## src/rtl/p25_frame_sync_detector_assert.svh

```systemverilog
// Assertion macros shared by the frame sync detector RTL.
// Depends on nothing; included by p25_frame_sync_detector, the only module that carries assertions.
`ifndef P25_FRAME_SYNC_DETECTOR_ASSERT_SVH
`define P25_FRAME_SYNC_DETECTOR_ASSERT_SVH

// Antecedent and consequent checked in the same cycle.
`define P25FSD_ASSERT_NOW(label, clk, rst, ante, cons, msg) \
   label: assert property (@(posedge clk) disable iff (rst) (ante) |-> (cons)) else $error(msg);

// Consequent checked in the cycle after the antecedent.
`define P25FSD_ASSERT_NEXT(label, clk, rst, ante, cons, msg) \
   label: assert property (@(posedge clk) disable iff (rst) (ante) |=> (cons)) else $error(msg);

`endif

```

## src/rtl/p25fsd_pkg.sv

```systemverilog
// Shared constants and types of the P25 frame sync detector.
// No dependencies; imported by p25fsd_rank and p25_frame_sync_detector.
package p25fsd_pkg;

   localparam int WINDOW     = 24;
   localparam int SYM_W      = 16;
   localparam int SUM_W      = 18;
   localparam int ABS_W      = 17;
   localparam int PTR_W      = 5;
   localparam int CNT_W      = 11;
   localparam int RUN_W      = 8;
   localparam int ERR_W      = 5;
   localparam int RANK_DEPTH = 5;
   localparam int LEVEL_START = 18;

   // Division of a 17-bit magnitude by 3: multiply by ceil(2^17/3), keep the top bits.
   localparam int DIV3_SHIFT = 17;
   localparam logic [15:0] DIV3_RECIP = 16'd43691;

   // Bit i is set where symbol i (oldest first) of the sync word is an outer '1'.
   localparam logic [WINDOW-1:0] SYNC_ONES = 24'b0000_0101_0000_1100_1101_1111;

   localparam logic signed [SYM_W-1:0] SYM_MAX = 16'sh7FFF;
   localparam logic signed [SYM_W-1:0] SYM_MIN = 16'sh8000;

   // Register indexes of the configuration port.
   localparam logic [2:0] CSR_MAX_ERRORS    = 3'd0;
   localparam logic [2:0] CSR_SYNC_ENABLE   = 3'd1;
   localparam logic [2:0] CSR_HUNT_LIMIT    = 3'd2;
   localparam logic [2:0] CSR_ACQUIRE_AFTER = 3'd3;
   localparam logic [2:0] CSR_LOCK_RUN      = 3'd4;

   // Result status codes.
   localparam logic [1:0] STATUS_SEARCH  = 2'd0;
   localparam logic [1:0] STATUS_SYNC    = 2'd1;
   localparam logic [1:0] STATUS_TIMEOUT = 2'd2;

   typedef struct packed {
      logic clear;
      logic insert;
   } rank_ctl_type;

   typedef struct packed {
      logic signed [SUM_W-1:0] low_sum;
      logic signed [SUM_W-1:0] high_sum;
   } rank_sums_type;

endpackage

```

## src/rtl/p25fsd_rank.sv

```systemverilog
// Rank tracker: keeps the five smallest and five largest samples of a scan.
// Depends on p25fsd_pkg; gives the sums of the 3rd to 5th of each list.
module p25fsd_rank import p25fsd_pkg::*; (
   input  logic                    clock,
   input  rank_ctl_type            ctl,
   input  logic signed [SYM_W-1:0] sample,
   output rank_sums_type           sums
);

   logic signed [SYM_W-1:0] low_ff  [RANK_DEPTH];
   logic signed [SYM_W-1:0] low_in  [RANK_DEPTH];
   logic signed [SYM_W-1:0] high_ff [RANK_DEPTH];
   logic signed [SYM_W-1:0] high_in [RANK_DEPTH];
   logic [RANK_DEPTH-1:0]   lt;
   logic [RANK_DEPTH-1:0]   gt;

   // Both lists are kept sorted, the low one ascending and the high one
   // descending, so a new word shifts the tail of each list down one slot.
   always_comb begin
      for (int i = 0; i < RANK_DEPTH; i++) begin
         lt[i] = sample < low_ff[i];
         gt[i] = sample > high_ff[i];
      end
      for (int i = 0; i < RANK_DEPTH; i++) begin
         low_in[i]  = low_ff[i];
         high_in[i] = high_ff[i];
      end
      if (ctl.clear) begin
         for (int i = 0; i < RANK_DEPTH; i++) begin
            low_in[i]  = SYM_MAX;
            high_in[i] = SYM_MIN;
         end
      end else if (ctl.insert) begin
         if (lt[0]) begin
            low_in[0] = sample;
         end
         if (gt[0]) begin
            high_in[0] = sample;
         end
         for (int i = 1; i < RANK_DEPTH; i++) begin
            if (lt[i]) begin
               low_in[i] = lt[i-1] ? low_ff[i-1] : sample;
            end
            if (gt[i]) begin
               high_in[i] = gt[i-1] ? high_ff[i-1] : sample;
            end
         end
      end
   end

   always_ff @(posedge clock) begin
      for (int i = 0; i < RANK_DEPTH; i++) begin
         low_ff[i]  <= low_in[i];
         high_ff[i] <= high_in[i];
      end
   end

   assign sums.low_sum  = SUM_W'(low_ff[2]) + SUM_W'(low_ff[3]) + SUM_W'(low_ff[4]);
   assign sums.high_sum = SUM_W'(high_ff[2]) + SUM_W'(high_ff[3]) + SUM_W'(high_ff[4]);

endmodule

```

## src/rtl/p25_frame_sync_detector.sv

```systemverilog
// P25 frame sync detector: symbol window memory, level estimate, sync correlation.
// First 17 symbols of a hunt go straight to the result; later ones scan the window
// for the levels (then sum, multiply, sign, mid) and, from the 24th symbol with the
// search on, scan it again to compare. One word at a time; the scans take longest.
// Reset (synchronous, active high) restores register defaults and starts an empty hunt.
// Depends on p25fsd_pkg, p25fsd_rank and p25_frame_sync_detector_assert.svh.
`include "p25_frame_sync_detector_assert.svh"

module p25_frame_sync_detector import p25fsd_pkg::*; (
   input  logic                    clock,
   input  logic                    reset,
   input  logic                    req_valid,
   output logic                    req_ready,
   input  logic signed [SYM_W-1:0] req_symbol,
   output logic                    rsp_valid,
   input  logic                    rsp_ready,
   output logic [1:0]              rsp_status,
   output logic [CNT_W-1:0]        rsp_position,
   output logic [ERR_W-1:0]        rsp_errors_normal,
   output logic [ERR_W-1:0]        rsp_errors_inverted,
   output logic                    rsp_inverted_match,
   output logic signed [SYM_W-1:0] rsp_level_low,
   output logic signed [SYM_W-1:0] rsp_level_high,
   output logic                    rsp_acquiring,
   input  logic                    csr_write_enable,
   input  logic [2:0]              csr_index,
   input  logic [CNT_W-1:0]        csr_write_data
);

   localparam logic [2:0] ST_IDLE = 3'd0;
   localparam logic [2:0] ST_SCAN = 3'd1;
   localparam logic [2:0] ST_SUM  = 3'd2;
   localparam logic [2:0] ST_MUL  = 3'd3;
   localparam logic [2:0] ST_SIGN = 3'd4;
   localparam logic [2:0] ST_MID  = 3'd5;
   localparam logic [2:0] ST_CMP  = 3'd6;
   localparam logic [2:0] ST_DONE = 3'd7;

   // Configuration registers.
   logic [ERR_W-1:0] max_errors_ff;
   logic             sync_enable_ff;
   logic [CNT_W-1:0] hunt_limit_ff;
   logic [CNT_W-1:0] acquire_after_ff;
   logic [RUN_W-1:0] lock_run_ff;

   // Control state.
   logic [2:0]        state_ff, state_in;
   logic [PTR_W-1:0]  ptr_ff, ptr_in;
   logic [CNT_W-1:0]  hunt_ff, hunt_in;
   logic [RUN_W-1:0]  run_ff, run_in;
   logic [WINDOW-1:0] valid_ff, valid_in;
   logic [PTR_W-1:0]  addr_ff, addr_in;
   logic [PTR_W-1:0]  step_ff, step_in;
   logic [PTR_W-1:0]  proc_ff, proc_in;
   logic              rd_pend_ff, rd_pend_in;
   logic              cmp_ff, cmp_in;
   logic              rsp_valid_ff, rsp_valid_in;

   // Datapath registers.
   logic signed [SYM_W-1:0] win_mem [WINDOW];
   logic signed [SYM_W-1:0] rd_data_ff;
   logic                    rd_valid_ff;
   logic [ABS_W-1:0]        abs_lo_ff, abs_lo_in, abs_hi_ff, abs_hi_in;
   logic                    neg_lo_ff, neg_lo_in, neg_hi_ff, neg_hi_in;
   logic [SYM_W-1:0]        q_lo_ff, q_lo_in, q_hi_ff, q_hi_in;
   logic signed [SYM_W-1:0] lo_ff, lo_in, hi_ff, hi_in, mid_ff, mid_in;
   logic [ERR_W-1:0]        en_ff, en_in;

   logic [1:0]              rsp_status_ff, rsp_status_in;
   logic [CNT_W-1:0]        rsp_position_ff, rsp_position_in;
   logic [ERR_W-1:0]        rsp_en_ff, rsp_en_in, rsp_ei_ff, rsp_ei_in;
   logic                    rsp_inv_ff, rsp_inv_in, rsp_acq_ff, rsp_acq_in;
   logic signed [SYM_W-1:0] rsp_lo_ff, rsp_lo_in, rsp_hi_ff, rsp_hi_in;

   logic                    accept;
   logic                    mem_we;
   logic signed [SYM_W-1:0] rd_sample;
   rank_ctl_type            rank_ctl;
   rank_sums_type           rank_sums;
   logic [CNT_W:0]          hunt_next;
   logic [ERR_W-1:0]        ei;
   logic                    is_sync, is_inv, is_timeout, acq;
   logic [ABS_W+15:0]       prod_lo, prod_hi;
   logic signed [SYM_W:0]   mid_sum, mid_adj;

   assign accept    = req_valid && req_ready;
   assign req_ready = (state_ff == ST_IDLE);
   assign mem_we    = accept;
   assign rd_sample = rd_valid_ff ? rd_data_ff : '0;

   assign rank_ctl.clear  = accept;
   assign rank_ctl.insert = (state_ff == ST_SCAN) && rd_pend_ff;

   p25fsd_rank u_rank (
      .clock  (clock),
      .ctl    (rank_ctl),
      .sample (rd_sample),
      .sums   (rank_sums)
   );

   // The window word is written only on accept, while no scan runs, so no read
   // that a scan uses meets a write to the same slot.
   always_ff @(posedge clock) begin
      if (mem_we) begin
         win_mem[ptr_ff] <= req_symbol;
      end
      rd_data_ff  <= win_mem[addr_ff];
      rd_valid_ff <= valid_ff[addr_ff];
   end

   always_ff @(posedge clock) begin
      if (reset) begin
         max_errors_ff    <= ERR_W'(3);
         sync_enable_ff   <= 1'b1;
         hunt_limit_ff    <= CNT_W'(1800);
         acquire_after_ff <= CNT_W'(30);
         lock_run_ff      <= RUN_W'(2);
      end else if (csr_write_enable) begin
         unique case (csr_index)
            CSR_MAX_ERRORS:    max_errors_ff    <= csr_write_data[ERR_W-1:0];
            CSR_SYNC_ENABLE:   sync_enable_ff   <= csr_write_data[0];
            CSR_HUNT_LIMIT:    hunt_limit_ff    <= csr_write_data;
            CSR_ACQUIRE_AFTER: acquire_after_ff <= csr_write_data;
            CSR_LOCK_RUN:      lock_run_ff      <= csr_write_data[RUN_W-1:0];
            default: ;
         endcase
      end
   end

   // Result of the finished word.
   assign hunt_next  = {1'b0, hunt_ff} + 1'b1;
   assign ei         = ERR_W'(WINDOW) - en_ff;
   assign is_sync    = cmp_ff && (en_ff <= max_errors_ff);
   assign is_inv     = cmp_ff && !is_sync && (ei <= max_errors_ff);
   assign is_timeout = !is_sync && (hunt_next >= {1'b0, hunt_limit_ff});
   assign acq        = (hunt_next > {1'b0, acquire_after_ff}) || (run_ff < lock_run_ff);

   assign prod_lo = abs_lo_ff * DIV3_RECIP;
   assign prod_hi = abs_hi_ff * DIV3_RECIP;
   assign mid_sum = (SYM_W+1)'(lo_ff) + (SYM_W+1)'(hi_ff);
   // Adding one to a negative sum makes the arithmetic shift round toward zero.
   assign mid_adj = mid_sum + (SYM_W+1)'(mid_sum[SYM_W]);

   always_comb begin
      state_in        = state_ff;
      ptr_in          = ptr_ff;
      hunt_in         = hunt_ff;
      run_in          = run_ff;
      valid_in        = valid_ff;
      addr_in         = addr_ff;
      step_in         = step_ff;
      proc_in         = proc_ff;
      rd_pend_in      = 1'b0;
      cmp_in          = cmp_ff;
      abs_lo_in       = abs_lo_ff;
      abs_hi_in       = abs_hi_ff;
      neg_lo_in       = neg_lo_ff;
      neg_hi_in       = neg_hi_ff;
      q_lo_in         = q_lo_ff;
      q_hi_in         = q_hi_ff;
      lo_in           = lo_ff;
      hi_in           = hi_ff;
      mid_in          = mid_ff;
      en_in           = en_ff;
      rsp_valid_in    = rsp_valid_ff && !rsp_ready;
      rsp_status_in   = rsp_status_ff;
      rsp_position_in = rsp_position_ff;
      rsp_en_in       = rsp_en_ff;
      rsp_ei_in       = rsp_ei_ff;
      rsp_inv_in      = rsp_inv_ff;
      rsp_acq_in      = rsp_acq_ff;
      rsp_lo_in       = rsp_lo_ff;
      rsp_hi_in       = rsp_hi_ff;

      // A scan issues one read a cycle; data is used the cycle after.
      if ((state_ff == ST_SCAN || state_ff == ST_CMP) && step_ff < PTR_W'(WINDOW)) begin
         rd_pend_in = 1'b1;
         step_in    = step_ff + 1'b1;
         addr_in    = (addr_ff == PTR_W'(WINDOW - 1)) ? '0 : addr_ff + 1'b1;
      end

      unique case (state_ff)
         ST_IDLE: begin
            if (accept) begin
               valid_in[ptr_ff] = 1'b1;
               ptr_in  = (ptr_ff == PTR_W'(WINDOW - 1)) ? '0 : ptr_ff + 1'b1;
               // Starting at the next write slot (the oldest word once the window is full),
               // a full scan ends where it began, ready for the in-order compare pass.
               addr_in = ptr_in;
               step_in = '0;
               cmp_in  = 1'b0;
               lo_in   = '0;
               hi_in   = '0;
               en_in   = ERR_W'(WINDOW);
               state_in = (hunt_ff >= CNT_W'(LEVEL_START - 1)) ? ST_SCAN : ST_DONE;
            end
         end
         ST_SCAN: begin
            if (step_ff == PTR_W'(WINDOW)) begin
               state_in = ST_SUM;
            end
         end
         ST_SUM: begin
            neg_lo_in = rank_sums.low_sum[SUM_W-1];
            neg_hi_in = rank_sums.high_sum[SUM_W-1];
            abs_lo_in = ABS_W'(neg_lo_in ? -rank_sums.low_sum : rank_sums.low_sum);
            abs_hi_in = ABS_W'(neg_hi_in ? -rank_sums.high_sum : rank_sums.high_sum);
            state_in  = ST_MUL;
         end
         ST_MUL: begin
            q_lo_in  = prod_lo[DIV3_SHIFT +: SYM_W];
            q_hi_in  = prod_hi[DIV3_SHIFT +: SYM_W];
            state_in = ST_SIGN;
         end
         ST_SIGN: begin
            lo_in    = neg_lo_ff ? -q_lo_ff : q_lo_ff;
            hi_in    = neg_hi_ff ? -q_hi_ff : q_hi_ff;
            state_in = ST_MID;
         end
         ST_MID: begin
            mid_in = mid_adj[SYM_W:1];
            if (sync_enable_ff && hunt_ff >= CNT_W'(WINDOW - 1)) begin
               step_in  = '0;
               proc_in  = '0;
               en_in    = '0;
               cmp_in   = 1'b1;
               state_in = ST_CMP;
            end else begin
               state_in = ST_DONE;
            end
         end
         ST_CMP: begin
            if (rd_pend_ff) begin
               proc_in = proc_ff + 1'b1;
               if ((rd_sample > mid_ff) != SYNC_ONES[proc_ff]) begin
                  en_in = en_ff + 1'b1;
               end
            end
            if (step_ff == PTR_W'(WINDOW)) begin
               state_in = ST_DONE;
            end
         end
         ST_DONE: begin
            if (!rsp_valid_ff || rsp_ready) begin
               rsp_valid_in    = 1'b1;
               rsp_status_in   = is_sync ? STATUS_SYNC :
                                 (is_timeout ? STATUS_TIMEOUT : STATUS_SEARCH);
               rsp_position_in = hunt_ff;
               rsp_en_in       = en_ff;
               // Without a compare pass both error counts read as a full window.
               rsp_ei_in       = cmp_ff ? ei : ERR_W'(WINDOW);
               rsp_inv_in      = is_inv;
               rsp_acq_in      = acq;
               rsp_lo_in       = lo_ff;
               rsp_hi_in       = hi_ff;
               if (is_sync) begin
                  if (hunt_next <= {1'b0, acquire_after_ff}) begin
                     run_in = (run_ff == '1) ? run_ff : run_ff + 1'b1;
                  end else begin
                     run_in = RUN_W'(1);
                  end
               end
               if (is_sync || is_timeout) begin
                  hunt_in  = '0;
                  ptr_in   = '0;
                  valid_in = '0;
               end else begin
                  hunt_in = hunt_next[CNT_W-1:0];
               end
               state_in = ST_IDLE;
            end
         end
         default: state_in = ST_IDLE;
      endcase
   end

   always_ff @(posedge clock) begin
      if (reset) begin
         state_ff     <= ST_IDLE;
         ptr_ff       <= '0;
         hunt_ff      <= '0;
         run_ff       <= '0;
         valid_ff     <= '0;
         addr_ff      <= '0;
         step_ff      <= '0;
         proc_ff      <= '0;
         rd_pend_ff   <= 1'b0;
         cmp_ff       <= 1'b0;
         rsp_valid_ff <= 1'b0;
      end else begin
         state_ff     <= state_in;
         ptr_ff       <= ptr_in;
         hunt_ff      <= hunt_in;
         run_ff       <= run_in;
         valid_ff     <= valid_in;
         addr_ff      <= addr_in;
         step_ff      <= step_in;
         proc_ff      <= proc_in;
         rd_pend_ff   <= rd_pend_in;
         cmp_ff       <= cmp_in;
         rsp_valid_ff <= rsp_valid_in;
      end
   end

   always_ff @(posedge clock) begin
      abs_lo_ff       <= abs_lo_in;
      abs_hi_ff       <= abs_hi_in;
      neg_lo_ff       <= neg_lo_in;
      neg_hi_ff       <= neg_hi_in;
      q_lo_ff         <= q_lo_in;
      q_hi_ff         <= q_hi_in;
      lo_ff           <= lo_in;
      hi_ff           <= hi_in;
      mid_ff          <= mid_in;
      en_ff           <= en_in;
      rsp_status_ff   <= rsp_status_in;
      rsp_position_ff <= rsp_position_in;
      rsp_en_ff       <= rsp_en_in;
      rsp_ei_ff       <= rsp_ei_in;
      rsp_inv_ff      <= rsp_inv_in;
      rsp_acq_ff      <= rsp_acq_in;
      rsp_lo_ff       <= rsp_lo_in;
      rsp_hi_ff       <= rsp_hi_in;
   end

   assign rsp_valid           = rsp_valid_ff;
   assign rsp_status          = rsp_status_ff;
   assign rsp_position        = rsp_position_ff;
   assign rsp_errors_normal   = rsp_en_ff;
   assign rsp_errors_inverted = rsp_ei_ff;
   assign rsp_inverted_match  = rsp_inv_ff;
   assign rsp_level_low       = rsp_lo_ff;
   assign rsp_level_high      = rsp_hi_ff;
   assign rsp_acquiring       = rsp_acq_ff;

   `P25FSD_ASSERT_NEXT(a_busy_after_accept, clock, reset, accept, state_ff != ST_IDLE, "word accepted but block still idle")
   `P25FSD_ASSERT_NOW(a_new_hunt_clean, clock, reset, state_ff == ST_IDLE && hunt_ff == '0, ptr_ff == '0 && valid_ff == '0, "new hunt with stale window state")
   `P25FSD_ASSERT_NOW(a_cmp_window_full, clock, reset, state_ff == ST_CMP, valid_ff == '1, "compare pass over a window that is not full")
   `P25FSD_ASSERT_NOW(a_sync_not_inverted, clock, reset, rsp_valid_ff && rsp_status_ff == STATUS_SYNC, !rsp_inv_ff, "sync result also flagged as inverted")

endmodule
```

## config.mk

```make
export PLATFORM = sky130hd
export DESIGN_NAME = p25_frame_sync_detector
export DESIGN_NICKNAME = d
export VERILOG_FILES = /design/src/rtl/p25fsd_pkg.sv /design/src/rtl/p25fsd_rank.sv /design/src/rtl/p25_frame_sync_detector.sv
export VERILOG_INCLUDE_DIRS = /design/src /design/src/rtl
export SDC_FILE = /design/constraint.sdc
export NUM_CORES = 2
export LEC_CHECK = 0
export CORE_AREA = 2 2 312 314
export DETAILED_ROUTE_END_ITERATION = 6
export DIE_AREA = 0 0 314 316
export DONT_BUFFER_PORTS = 1
export GPL_TIMING_DRIVEN = 0
export PLACE_DENSITY_LB_ADDON = 0.2
export SYNTH_ARGS = -nofsm -noshare
export SYNTH_HDL_FRONTEND = slang
export SYNTH_SLANG_ARGS = --single-unit
```

## constraint.sdc

```tcl
create_clock -name clock -period 14.02 [get_ports clock]
set_clock_uncertainty 0.2 [all_clocks]
set_input_delay 1.402 -clock clock [delete_from_list [all_inputs] [get_ports clock]]
set_output_delay 1.402 -clock clock [all_outputs]
set_load 0.05 [all_outputs]
```

==> results_dict.tcl <==
set metrics [dict create \
    status "finished clean" \
    critical_path_arrival_ns 6.92 \
    tightest_slew_ns 1.45 \
    grt_pass1_vias 34000 \
    yosysUniqueCellTypes 86 \
    final_hold_viol_count 0 \
    stdcell_area_sq_um 56400 \
    antenna_left 0 \
    regToRegSetupSlack_ns 7.32 \
    setup_viol 0 \
    hold_ws_ns 0.246 \
    synthFlopType "edfxtp_1" \
    holdPathEnd "rsp_level_low[5]$_DFFE_PP_" \
    yosysTopAreaCell "edfxtp_1" \
    die_w_um 314 \
    period_share 0.478 \
    clk_pin_slew_ns 0.06 \
    drv_slew 0 \
    grt_pass1_wl_um 194000 \
    maxCapViolations 0 \
    nets 5395 \
    synth_most_common_cell "inv_1" \
    yosys-top-cells-area "edfxtp_1 (33%), ha_1 (13%), dfxtp_1 (11%)" \
    seq_area_frac_synth 0.439 \
    grt_max_degree 67 \
    relSlewSlack 0.0334 \
    hpwlAfterDp_um 93200 \
    diodes 0 \
    min_from "lo_ff[5]$_SDFFCE_PN0P_" \
    cts_resized 0 \
    yosysWarningCount 0 \
    worstSetupEndpointType "flop" \
    worst_slack_ns 7.32 \
    r2r_end "q_lo_ff[15]$_DFFE_PP_" \
    path_class "flop to flop" \
    dr.pass1.iters 6 \
    place.gp.congestion 0.940 \
    num_rows 114 \
    setup_tns_ns 0 \
    hold_class "flop to flop" \
    numCtsBuffers 89 \
    post_cts_buffers 0 \
    synth.ff_latch_count 845 \
    syn2layout_area_growth_pct 9.76 \
    dp_slack_ns 7.35 \
    io_buffer_count 0 \
    fp.dieH_um 316 \
    r2r-start "abs_lo_ff[4]$_DFFE_PP_" \
    synthCells 4493 \
    drt_iter0_drc 2659 \
    synth_edf_count 562 \
    critPathLaunchType "flop" \
    htree_levels 3 \
    viasPerCell 5.72 \
    die_area_sq_um 99200 \
    grt.overflow.total 0 \
    wire_per_inst_um 20.7 \
    worstRegToRegCells 20 \
    drc 0 \
    core_area_sq_um 96000 \
    crit_top_cell "fa_1" \
    syn_avg_cell_area_sq_um 11.4 \
    antenna_found_initial 3 \
    syn_area_sq_um 51400 \
    place_area_sq_um 53500 \
    holdBufCountCts 0 \
    grt_usage 0.253 \
    clockRootBuffer "clkbuf_16" \
    whs_path_depth 0 \
    cpMaxStageDelayCell "a32oi_1" \
    grt_setup_unrepaired "no" \
    drive_above_1_share 0.0857 \
    cts_sinks 845 \
    cts_tree "built" \
    io_pins 94 \
    syn_nets 5274 \
    required_ns 14.24 \
    vias 34100 \
    start_util 0.536 \
    clk_latency_ns 0.69 \
    wl_um 124000 \
    async_reset_ff_frac 0 \
    crit_fanout 6 \
    period_minus_slack_ns 6.70 \
    cp_slowest_stage_delay_ns 0.58 \
    synth_common_cells "inv_1 (639), edfxtp_1 (562), ha_1 (537), a21oi_1 (312), dfxtp_1 (283)" \
    path_cells "ha_1 > fa_1 > fa_1 > inv_1 > fa_1 > inv_1 > fa_1 > inv_1 > fa_1 > inv_1 > ha_1 > a21o_1 > a21o_1 > a21oi_1 > o21ai_0 > a32oi_1 > o211ai_1 > a31o_2 > a21oi_1 > xnor2_1" \
    yosysTopAreaCellShare 0.328 \
    fmax_ghz 0.149 \
    cts_buffer_depth 3 \
]
-- layer usage --
metal,vias up,track usage,share of wire
li1,16200,-,-
met2,996,0.405,0.46
met1,16700,0.355,0.45
met5,-,0,0
met4,0,0.0871,0.033
met3,223,0.0362,0.058
-- critical path: cells and delay by family, from the launching register on --
kind | cells | cell delay (ns)
adders and majority gates | 7 | 3.42
buffers and inverters | 4 | 0.21
DFF | 1 | 0.54
xor gates and xnor gates | 1 | 0.10
AOI/OAI and AO/OA | 8 | 1.98
-- worst max path at each step --
stage,from,end,slack [ns]
after floorplan,abs_lo_ff[4]$_DFFE_PP_,q_lo_ff[15]$_DFFE_PP_,8.11
after CTS,abs_lo_ff[4]$_DFFE_PP_,q_lo_ff[15]$_DFFE_PP_,7.33
after global placement,state_ff[0]$_SDFFE_PP0P_,win_mem[7][8]$_DFFE_PP_,7.10
after detailed placement,abs_lo_ff[4]$_DFFE_PP_,q_lo_ff[15]$_DFFE_PP_,7.35
final,abs_lo_ff[4]$_DFFE_PP_,q_lo_ff[15]$_DFFE_PP_,7.32
after global routing,abs_lo_ff[4]$_DFFE_PP_,q_lo_ff[15]$_DFFE_PP_,7.01
-- flip-flops by register name, indices dropped and copies added (netlist names), 8 cells and up, named ones only --
name and count:
rd_data_ff 16, mid_ff 16, lo_ff 16, abs_hi_ff 17, rsp_position 11, rsp_level_low 16
abs_lo_ff 17, rsp_level_high 16, run_ff 8, hunt_ff 11, q_lo_ff 16, hi_ff 16
acquire_after_ff 11, lock_run_ff 8, u_rank.high_ff 80, hunt_limit_ff 11, q_hi_ff 16, win_mem 384
valid_ff 24, u_rank.low_ff 80
-- stage by stage --
step / util / instances
2_1_floorplan: - / 4493
3_3_place_gp: 0.552 / 5769
3_5_place_dp: 0.557 / 5799
4_1_cts: 0.588 / 5966
5_1_grt: 0.588 / 5966
6_report: 0.588 / 5966
-- layout make-up --
class / instances / area [sq um]
Inverter: 642 / 2410
Tap cell: 1276 / 1600
Fill cell: 7868 / 39600
Timing Repair Buffer: 30 / 410
Sequential cell: 845 / 22500
Multi-Input combinational cell: 2850 / 25900
Buffer: 156 / 636
Clock inverter: 64 / 561
Clock buffer: 103 / 2350
-- kinds of logic (layout without fill, tap and decap cells) --
kind of cell             Yosys count  after routing  share of synthesized area
AND/OR/NAND/NOR                  850            850                     0.0793
flip-flops                       845            845                      0.439
AO/OA/AOI/OAI                    814            814                     0.0999
buffers and inverters            798            995                     0.0590
adder cells (fa/ha/maj)          746            746                      0.212
multiplexers                     274            274                     0.0828
XOR/XNOR                         166            166                     0.0283
-- placed cells by master, fill, tap and decap left out, drive strengths merged, types with 16 or more instances in the layout --
master | netlist | layout
a211o | 16 | 16
a211oi | 50 | 50
a21o | 80 | 80
a21oi | 315 | 315
a31oi | 44 | 44
and2 | 33 | 33
and3 | 20 | 20
buf | 41 | 71
clkbuf | 115 | 218
clkinv | 0 | 44
dfxtp | 283 | 283
edfxtp | 562 | 562
fa | 209 | 209
ha | 537 | 537
inv | 642 | 652
mux2 | 20 | 20
mux2i | 135 | 135
mux4 | 119 | 119
nand2 | 195 | 195
nand2b | 26 | 26
nand3 | 53 | 53
nand3b | 16 | 16
nand4 | 41 | 41
nor2 | 279 | 279
nor2b | 46 | 46
nor3 | 77 | 77
o21a | 30 | 30
o21ai | 138 | 138
xnor2 | 99 | 99
xor2 | 67 | 67
Power is not shown: default switching activity piles up to over one toggle a cycle in this logic, so the estimate is an artifact.
